--- src/hdl/bis_pkg.sv ---
// bytecode instruction splitter: shared types, constants and opcode length table
// no dependencies; imported by every module of the block
`default_nettype none

package bis_pkg;

  // width of stream offsets and the garbage count (range 16 to 32)
  localparam int OffsetWidth = 32;

  localparam int NumOpcodes = 77;
  localparam int FifoDepth  = 4;

  // string opcodes carry a little-endian 16-bit payload length at prefix end
  localparam logic [6:0] OpStrA = 7'd62;
  localparam logic [6:0] OpStrB = 7'd66;

  typedef enum logic [1:0] {
    PhOpcode  = 2'd0,
    PhPrefix  = 2'd1,
    PhPayload = 2'd2
  } phase_e;

  typedef enum logic {
    KindSpan    = 1'b0,
    KindSummary = 1'b1
  } result_kind_e;

  // one input word
  typedef struct packed {
    logic [7:0] data_byte;
    logic       stream_end;
  } in_word_t;

  // one result word
  typedef struct packed {
    result_kind_e result_kind;
    logic [6:0]   span_opcode;
    logic [31:0]  span_offset;
    logic [16:0]  span_len;
    logic         parse_clean;
    logic [31:0]  garbage_bytes;
    logic         final_result;
  } result_t;

  // parser to queue: up to two result words per input word
  typedef struct packed {
    logic [1:0] push_count;
    result_t    res0;
    result_t    res1;
  } parse_out_t;

  // queue status towards the input stage
  typedef struct packed {
    logic room_for_two;
    logic not_empty;
  } fifo_status_t;

  // fixed instruction lengths, opcode order from 0
  localparam logic [4:0] FixedLenTable [NumOpcodes] = '{
    5'd1,  5'd6,  5'd6,  5'd2,  5'd6,  5'd8,  5'd6,  5'd6,  5'd10, 5'd5,
    5'd11, 5'd11, 5'd10, 5'd11, 5'd10, 5'd11, 5'd15, 5'd15, 5'd15, 5'd16,
    5'd16, 5'd16, 5'd15, 5'd15, 5'd16, 5'd16, 5'd10, 5'd11, 5'd7,  5'd7,
    5'd6,  5'd11, 5'd11, 5'd11, 5'd7,  5'd7,  5'd11, 5'd11, 5'd11, 5'd11,
    5'd11, 5'd11, 5'd11, 5'd11, 5'd11, 5'd11, 5'd10, 5'd10, 5'd10, 5'd10,
    5'd10, 5'd10, 5'd5,  5'd6,  5'd5,  5'd6,  5'd11, 5'd11, 5'd6,  5'd6,
    5'd11, 5'd7,  5'(1 + 4 + 2), 5'd5, 5'd6, 5'd6, 5'(1 + 4 + 1 + 2), 5'd6, 5'd11, 5'd11,
    5'd10, 5'd10, 5'd11, 5'd10, 5'd11, 5'd6,  5'd11
  };

  // table lookup, opcodes outside the table give one byte
  function automatic logic [4:0] fixed_len(input logic [6:0] op);
    logic [4:0] len;
    len = 5'd1;
    if (op < 7'(NumOpcodes)) begin
      len = FixedLenTable[op];
    end
    return len;
  endfunction

endpackage

`default_nettype wire

--- src/hdl/bis_parser.sv ---
// bytecode instruction splitter: span state and per-byte parse logic
// depends on bis_pkg
`default_nettype none

module bis_parser
  import bis_pkg::*;
(
  input  wire logic       clk_i,
  input  wire logic       rst_ni,
  input  wire logic       en_i,
  input  wire in_word_t   word_i,
  output parse_out_t      out_o
);

  logic [OffsetWidth-1:0] pos_q, pos_d;
  logic [OffsetWidth-1:0] start_q, start_d;
  logic [6:0]             op_q, op_d;
  logic [16:0]            left_q, left_d;
  logic [16:0]            total_q, total_d;
  logic [7:0]             low_q, low_d;
  phase_e                 phase_q, phase_d;
  logic                   failed_q, failed_d;

  logic                   done;
  logic                   is_string;
  logic [15:0]            str_len;
  logic [4:0]             flen;
  logic                   clean;
  logic [OffsetWidth-1:0] garbage;
  result_t                span_res;
  result_t                sum_res;

  assign is_string = (op_q == OpStrA) || (op_q == OpStrB);
  assign str_len   = {word_i.data_byte, low_q};
  assign flen      = fixed_len(word_i.data_byte[6:0]);

  // parse step for one byte
  always_comb begin
    pos_d    = pos_q;
    start_d  = start_q;
    op_d     = op_q;
    left_d   = left_q;
    total_d  = total_q;
    low_d    = low_q;
    phase_d  = phase_q;
    failed_d = failed_q;
    done     = 1'b0;
    if (!failed_q) begin
      unique case (phase_q)
        PhPrefix: begin
          if (is_string && left_q == 17'd2) begin
            low_d = word_i.data_byte;
          end
          if (is_string && left_q == 17'd1) begin
            total_d = total_q + {1'b0, str_len};
            if (str_len != 16'd0) begin
              left_d  = {1'b0, str_len};
              phase_d = PhPayload;
            end else begin
              left_d = '0;
              done   = 1'b1;
            end
          end else if (left_q <= 17'd1) begin
            left_d = '0;
            done   = 1'b1;
          end else begin
            left_d = left_q - 17'd1;
          end
        end
        PhPayload: begin
          if (left_q <= 17'd1) begin
            left_d = '0;
            done   = 1'b1;
          end else begin
            left_d = left_q - 17'd1;
          end
        end
        default: begin
          start_d = pos_q;
          if (word_i.data_byte >= 8'(NumOpcodes)) begin
            failed_d = 1'b1;
            phase_d  = PhOpcode;
          end else begin
            op_d    = word_i.data_byte[6:0];
            total_d = {12'd0, flen};
            left_d  = {12'd0, flen} - 17'd1;
            low_d   = '0;
            if (flen == 5'd1) begin
              done = 1'b1;
            end else begin
              phase_d = PhPrefix;
            end
          end
        end
      endcase
      if (done) begin
        phase_d = PhOpcode;
      end
    end
  end

  // summary figures on the final byte
  assign clean   = !failed_d && (phase_d == PhOpcode);
  assign garbage = clean ? '0 : (pos_q - start_d + {{(OffsetWidth-1){1'b0}}, 1'b1});

  always_comb begin
    span_res               = '0;
    span_res.result_kind   = KindSpan;
    span_res.span_opcode   = op_d;
    span_res.span_offset   = 32'(start_d);
    span_res.span_len      = total_d;
    sum_res                = '0;
    sum_res.result_kind    = KindSummary;
    sum_res.parse_clean    = clean;
    sum_res.garbage_bytes  = 32'(garbage);
    sum_res.final_result   = 1'b1;
  end

  // result words handed to the queue
  always_comb begin
    out_o = '0;
    if (en_i) begin
      if (done) begin
        out_o.res0 = span_res;
        out_o.res1 = sum_res;
        out_o.push_count = word_i.stream_end ? 2'd2 : 2'd1;
      end else begin
        out_o.res0 = sum_res;
        out_o.res1 = sum_res;
        out_o.push_count = word_i.stream_end ? 2'd1 : 2'd0;
      end
    end
  end

  // state update, back to reset values after the final byte
  always_ff @(posedge clk_i or negedge rst_ni) begin
    if (!rst_ni) begin
      pos_q    <= '0;
      start_q  <= '0;
      op_q     <= '0;
      left_q   <= '0;
      total_q  <= '0;
      low_q    <= '0;
      phase_q  <= PhOpcode;
      failed_q <= 1'b0;
    end else if (en_i) begin
      if (word_i.stream_end) begin
        pos_q    <= '0;
        start_q  <= '0;
        op_q     <= '0;
        left_q   <= '0;
        total_q  <= '0;
        low_q    <= '0;
        phase_q  <= PhOpcode;
        failed_q <= 1'b0;
      end else begin
        pos_q    <= pos_d + {{(OffsetWidth-1){1'b0}}, 1'b1};
        start_q  <= start_d;
        op_q     <= op_d;
        left_q   <= left_d;
        total_q  <= total_d;
        low_q    <= low_d;
        phase_q  <= phase_d;
        failed_q <= failed_d;
      end
    end
  end

`ifndef SYNTHESIS
  // inside a span there is always at least one byte owed
  assert property (@(posedge clk_i) disable iff (!rst_ni)
    (phase_q != PhOpcode) |-> (left_q != 17'd0))
    else $error("span in progress with nothing owed");

  // once failed, the parser never leaves opcode phase
  assert property (@(posedge clk_i) disable iff (!rst_ni)
    failed_q |-> (phase_q == PhOpcode))
    else $error("failed parser left opcode phase");

  // two results only come from the final byte
  assert property (@(posedge clk_i) disable iff (!rst_ni)
    (out_o.push_count == 2'd2) |-> (en_i && word_i.stream_end))
    else $error("two results without stream end");

  // after the final byte the stream restarts at offset zero
  assert property (@(posedge clk_i) disable iff (!rst_ni)
    (en_i && word_i.stream_end) |=> (pos_q == '0 && !failed_q))
    else $error("state not cleared after stream end");
`endif

endmodule

`default_nettype wire

--- src/hdl/bis_out_fifo.sv ---
// bytecode instruction splitter: result queue, up to two writes and one read per cycle
// depends on bis_pkg
`default_nettype none

module bis_out_fifo
  import bis_pkg::*;
(
  input  wire logic       clk_i,
  input  wire logic       rst_ni,
  input  wire parse_out_t push_i,
  input  wire logic       pop_i,
  output result_t         head_o,
  output fifo_status_t    status_o
);

  localparam int PtrWidth = $clog2(FifoDepth);
  localparam int CntWidth = $clog2(FifoDepth + 1);

  result_t               slots_q [FifoDepth];
  logic [PtrWidth-1:0]   wr_q, rd_q;
  logic [CntWidth-1:0]   count_q, count_d;
  logic [PtrWidth-1:0]   wr_next;
  logic                  do_pop;

  assign wr_next = wr_q + {{(PtrWidth-1){1'b0}}, 1'b1};
  assign do_pop  = pop_i && (count_q != '0);

  assign head_o                = slots_q[rd_q];
  assign status_o.not_empty    = (count_q != '0);
  assign status_o.room_for_two = (count_q <= CntWidth'(FifoDepth - 2));

  always_comb begin
    count_d = count_q + CntWidth'(push_i.push_count) - CntWidth'(do_pop);
  end

  // slot storage
  always_ff @(posedge clk_i) begin
    if (push_i.push_count != 2'd0) begin
      slots_q[wr_q] <= push_i.res0;
    end
    if (push_i.push_count == 2'd2) begin
      slots_q[wr_next] <= push_i.res1;
    end
  end

  // pointers and fill level
  always_ff @(posedge clk_i or negedge rst_ni) begin
    if (!rst_ni) begin
      wr_q    <= '0;
      rd_q    <= '0;
      count_q <= '0;
    end else begin
      wr_q    <= wr_q + PtrWidth'(push_i.push_count);
      rd_q    <= rd_q + PtrWidth'(do_pop);
      count_q <= count_d;
    end
  end

`ifndef SYNTHESIS
  // fill level never exceeds the depth
  assert property (@(posedge clk_i) disable iff (!rst_ni)
    count_q <= CntWidth'(FifoDepth))
    else $error("result queue overflow");

  // writes only arrive when two slots are free
  assert property (@(posedge clk_i) disable iff (!rst_ni)
    (push_i.push_count != 2'd0) |-> status_o.room_for_two)
    else $error("push into full result queue");

  // an undisturbed queue holds its level
  assert property (@(posedge clk_i) disable iff (!rst_ni)
    (push_i.push_count == 2'd0 && !do_pop) |=> $stable(count_q))
    else $error("fill level moved without push or pop");
`endif

endmodule

`default_nettype wire

--- src/hdl/bytecode_instruction_splitter_top.sv ---
// path: input register, then parser, whose results are written into the queue
// throughput: one byte per cycle unless stalled; a span-closing final byte yields two words
// output side: results leave a four-word queue at one word per cycle unless out_stall_i
// reset: asynchronous active low, clears the parser state and empties the queue
// bytecode instruction splitter top level: input register, parser, result queue
// depends on bis_pkg, bis_parser and bis_out_fifo
`default_nettype none

module bytecode_instruction_splitter_top
  import bis_pkg::*;
(
  input  wire logic        clk_i,
  input  wire logic        rst_ni,
  input  wire logic        in_valid_i,
  output logic             in_stall_o,
  input  wire logic [7:0]  data_byte_i,
  input  wire logic        stream_end_i,
  output logic             out_valid_o,
  input  wire logic        out_stall_i,
  output logic             result_kind_o,
  output logic [6:0]       span_opcode_o,
  output logic [31:0]      span_offset_o,
  output logic [16:0]      span_len_o,
  output logic             parse_clean_o,
  output logic [31:0]      garbage_bytes_o,
  output logic             final_result_o
);

  logic         in_valid_q;
  in_word_t     in_word_q;
  logic         advance;
  parse_out_t   parse_out;
  result_t      head;
  fifo_status_t fifo_status;

  // input word moves on when the queue can take two results
  assign advance    = in_valid_q && fifo_status.room_for_two;
  assign in_stall_o = in_valid_q && !fifo_status.room_for_two;

  always_ff @(posedge clk_i or negedge rst_ni) begin
    if (!rst_ni) begin
      in_valid_q <= 1'b0;
    end else if (!in_stall_o) begin
      in_valid_q <= in_valid_i;
    end
  end

  always_ff @(posedge clk_i) begin
    if (in_valid_i && !in_stall_o) begin
      in_word_q.data_byte  <= data_byte_i;
      in_word_q.stream_end <= stream_end_i;
    end
  end

  bis_parser u_parser (
    .clk_i  (clk_i),
    .rst_ni (rst_ni),
    .en_i   (advance),
    .word_i (in_word_q),
    .out_o  (parse_out)
  );

  bis_out_fifo u_out_fifo (
    .clk_i    (clk_i),
    .rst_ni   (rst_ni),
    .push_i   (parse_out),
    .pop_i    (!out_stall_i),
    .head_o   (head),
    .status_o (fifo_status)
  );

  // result word from the queue head
  assign out_valid_o     = fifo_status.not_empty;
  assign result_kind_o   = head.result_kind;
  assign span_opcode_o   = head.span_opcode;
  assign span_offset_o   = head.span_offset;
  assign span_len_o      = head.span_len;
  assign parse_clean_o   = head.parse_clean;
  assign garbage_bytes_o = head.garbage_bytes;
  assign final_result_o  = head.final_result;

endmodule

`default_nettype wire
--- config.mk ---
export PLATFORM = sky130hd
export DESIGN_NAME = bytecode_instruction_splitter_top
export DESIGN_NICKNAME = d
export VERILOG_FILES = /design/src/hdl/bis_pkg.sv /design/src/hdl/bis_parser.sv /design/src/hdl/bis_out_fifo.sv /design/src/hdl/bytecode_instruction_splitter_top.sv
export SDC_FILE = /design/constraint.sdc
export NUM_CORES = 1
export LEC_CHECK = 0
export BUFFER_PORTS_ARGS = -buffer_cell sky130_fd_sc_hd__buf_2
export CAP_MARGIN = 20
export CORE_MARGIN = 1
export CORE_UTILIZATION = 23
export DETAILED_ROUTE_END_ITERATION = 12
export HOLD_SLACK_MARGIN = 0.1
export PLACE_DENSITY_LB_ADDON = 0.1
export REMOVE_ABC_BUFFERS = 1
export SLEW_MARGIN = 20
export SYNTH_ARGS = -nofsm -noshare
export SYNTH_HDL_FRONTEND = slang
export SYNTH_SLANG_ARGS = --single-unit
--- constraint.sdc ---
create_clock -name clk_i -period 14.9 [get_ports clk_i]
set_input_delay 1.49 -clock clk_i [delete_from_list [all_inputs] [get_ports clk_i]]
set_output_delay 1.49 -clock clk_i [all_outputs]
set_load 0.02 [all_outputs]
==> results.toml <==
[yosys]
compound_gate_portion_of_the_synthesized_area = 0.156
synthAdderAreaFrac = 0.0538
ys_async_sr_fraction = 0.252
synthesized_netlist_cell_count = 2262
yosys_warnings = 0
yosys.area.top_type_share = 0.186
muxShareOfSynthArea = 0.104
synth.cell_area_um2 = 24200
synth-seq-area-share = 0.494
yosysTopAreaCell = "dfxtp_1"
postSynthRegisterBits = 493
avgSynthCellArea_um2 = 10.7
synth.area.top_cells = "dfxtp_1 (19%), edfxtp_1 (18%), dfrtp_1 (13%), mux4_2 (8.4%), ha_1 (5.1%)"
synth-main-ff-cell = "dfxtp_1"
synth_cell_type_count = 81
post_synthesis_xor_xnor_area_fraction = 0.0272
synth_simple_gate_area_share = 0.132
synth-edff-count = 145
main_combinational_cell_family_by_area_after_synthesis = "compound AO/OA/AOI/OAI gates"

[clocking]
clockRootBuffer = "clkbuf_16"
worst_setup_hold_path_clk_slew_ns = 0.06
cts_tree = "yes"
clock-sinks = 493
postCtsSetupRepairBufs = 0
tritoncts.num_buffers = 57
clock_tree.buffer_depth = 3
htreeDepth = 2
ctsResizeCount = 0
holdBufCountCts = 0
clkLatencyLatePin_ns = 0.64

[global_route]
grt_start_max_net_pins = 82
grt_first_pass_wirelength_um = 126000
via_count_of_the_first_global_routing_pass = 18902
globalRouteTotalUtil = 0.155
overflow = 0
antenna_found_initial = 2

[detailed_routing]
detailedRoute.firstPassIterationCount = 5
vias_per_cell = 4.86
totalWireLength_um = 83300
routedWlPerCell_um = 22.2
post-route-drc-count = 0
final_antenna_net_count = 0
drt_iter0_drc = 991
vias = 18281

[worst_setup_path]
worst_ep_arrival_time_ns = 7.06
critPathMostFrequentCell = "inv_1"
crit_chain = "inv_1 > ha_1 > inv_1 > nor2_4 > buf_4 > mux2i_1 > inv_1 > ha_1 > inv_1 > ha_1 > inv_1 > fa_1 > nand2b_1 > a21o_1 > a211oi_1 > o21ai_0 > o41a_1 > a31o_2 > xnor2_1 > and3_1"
criticalPathCategory = "flip-flop to flip-flop"
critical_path.max_fanout = 37
ff_to_ff_path_depth = 20
critPathLaunchType = "flip-flop"
timing.critical_path.to_type = "flip-flop"
cp.required_ns = 15.28
cpPeakStageDelay_ns = 0.92
cpMaxStageDelayCell = "ha_1"

[cells_and_area]
nets = 2446
layout.area.seq_um2 = 11900
multi_input_area_um2 = 11500
instances_no_fill = 3760
drive_gt1_frac = 0.148
final_cell_mix = "nand2_1 (292), o21ai_0 (240), dfxtp_1 (224)"
area_growth_syn_to_layout_pct = 16.2
final_common_cell = "nand2_1"
final_design_area_no_fill_um2 = 28100
filler_cell_count_in_the_final_layout = 10885

[placement]
placed_cells = 3652
placedInstanceArea_um2 = 26200
port-buffer-count = 105
globalplace.congestion = 0.823
hpwlAfterDp_um = 53100

[min_path]
worstHoldPathCells = 2
min_path_type = "flip-flop to flip-flop"

[power_and_ir_drop]
cellLeakagePower_nw = 10.9
internal_power_mw = 2.99
power_frac_seq = 0.325
power.clock.fraction = 0.281
switching_share = 0.413
post-layout-total-power_mw = 5.10
pwr_density_cell_nw_per_um2 = 182
power.net_switching_mw = 2.11
vdd_drop_max_uv = 79.9
power.combinational.fraction = 0.394

[run_status]
run_status = "complete, no violations"

[floorplan]
rows = 118
initial_utilization = 0.233
die_width_um = 326
io-pin-count = 106
coreArea_um2 = 104000
die_area_um2 = 106000
die-height_um = 326

[sta]
min_period_ns = 6.68
min_period_over_period = 0.449
rsz_0062_raised_after_global_routing = "no"
finalSetupTns_ns = 0
slew_headroom = 0.279
fmaxAchievable_mhz = 150
setup_viol = 0
worstMarginPinSlew_ns = 1.07
final_max_slew_viol_count = 0
fin_worst_hold_slack_ns = 0.450
final_hold_viol_count = 0
maximum_clock_skew_at_final_layout_ns = 0.0242

[flow_run]
drv.max_cap_violation_count = 0
[Yosys cell counts, types with 9 or more instances]
library cell / count
a211oi_1: 16
ha_1: 99
o2bb2ai_1: 14
nor3_1: 112
mux2i_1: 47
dfrtp_1: 124
o211ai_1: 13
dfxtp_1: 224
buf_1: 16
nor2_1: 113
a21oi_1: 53
o31ai_1: 36
o21bai_1: 9
clkbuf_1: 97
nand2_1: 297
nand4_1: 12
inv_1: 59
nand2b_1: 10
mux4_2: 90
xnor2_1: 38
and3_1: 43
or3_1: 14
xor2_1: 37
a221oi_1: 12
a22oi_1: 10
and2_1: 12
edfxtp_1: 145
nand3_1: 28
a21o_1: 24
nor2b_1: 11
a22o_1: 75
o21ai_0: 240
[cell type report]
type / instances / share of cell area
clock buffer: 91 / 0.0620
clock inverter: 16 / 0.00539
inverter: 60 / 0.00802
antenna: 1 / 0.0000891
sequential: 493 / 0.426
timing repair buffer: 143 / 0.0291
tap: 1380 / 0.0615
multi-input combinational: 1576 / 0.408
[per-stage QoR]
stage	worst slack [ns]	util
after global placement	8.27	0.252
after detailed placement	8.22	0.252
after floorplan	7.88	-
after CTS	8.17	0.270
after global routing	7.77	0.270
final	8.22	0.270
[logic make-up after synthesis]
kind of cell    count (synthesis)
mux                           139
xor+xnor                       75
buf+inv                       193
fa+ha+maj                     102
flops                         493
simple gates                  687
compound gates                573
[path summary, 6_finish.rpt]
path | from | end | slack, ns
max | u_parser.phase_q[0]$_DFFE_PN0P_ | u_out_fifo.slots_q[0][32]$_DFFE_PP_ | 8.22
max in group asynchronous | rst_ni | u_out_fifo.rd_q[1]$_DFF_PN0_ | 12.68
min in group asynchronous | rst_ni | u_parser.start_q[26]$_DFFE_PN0P_ | 0.91
min reg2reg | u_out_fifo.slots_q[3][65]$_SDFFE_PP0P_ | u_out_fifo.slots_q[3][65]$_SDFFE_PP0P_ | 0.45
min | u_out_fifo.slots_q[3][65]$_SDFFE_PP0P_ | u_out_fifo.slots_q[3][65]$_SDFFE_PP0P_ | 0.45
max reg2reg | u_parser.phase_q[0]$_DFFE_PN0P_ | u_out_fifo.slots_q[0][32]$_DFFE_PP_ | 8.22
[power groups by stage]
| stage | logic [mW] | clock network [mW] | registers, mW |
|---|---|---|---|
| after global placement | 2.06 | 0 | 1.68 |
| final | 2.01 | 1.43 | 1.66 |
| after floorplan | 1.24 | 0 | 1.69 |
| after CTS | 2.07 | 1.48 | 1.66 |
| after global routing | 2.20 | 1.53 | 1.67 |
| after detailed placement | 2.06 | 0 | 1.68 |
[routing by layer]
metal,GRT usage,up-vias,wire length (um)
li1,-,8535,-
met1,0.205,9263,37500
met2,0.265,390,40700
met3,0.0206,93,3260
met4,0.0403,0,1840
met5,0,-,0
[state kept, by name, summed over array words and instances, names as in the netlist]
signal	count
u_out_fifo.slots_q	360
u_parser.pos_d	32
u_parser.start_q	32
u_parser.left_q	17
u_parser.total_q	17
in_word_q	9
u_parser.low_q	8
u_parser.op_q	7
u_out_fifo.count_q	3
u_out_fifo.rd_q	2
u_out_fifo.wr_q	2
u_parser.phase_q	2
in_valid_q	1
u_parser.failed_q	1
[worst max-delay path: cells and delay by family (launching register included)]
family | cells | cell delay (ns)
buffers and inverters | 6 | 1.40
XOR/XNOR | 1 | 0.16
flip-flops | 1 | 0.42
AO/OA/AOI/OAI | 5 | 1.59
adder cells (fa/ha/maj) | 4 | 1.80
AND/OR/NAND/NOR | 3 | 0.58
multiplexers | 1 | 0.47
Note: power is estimated with default switching activity, not from simulation.
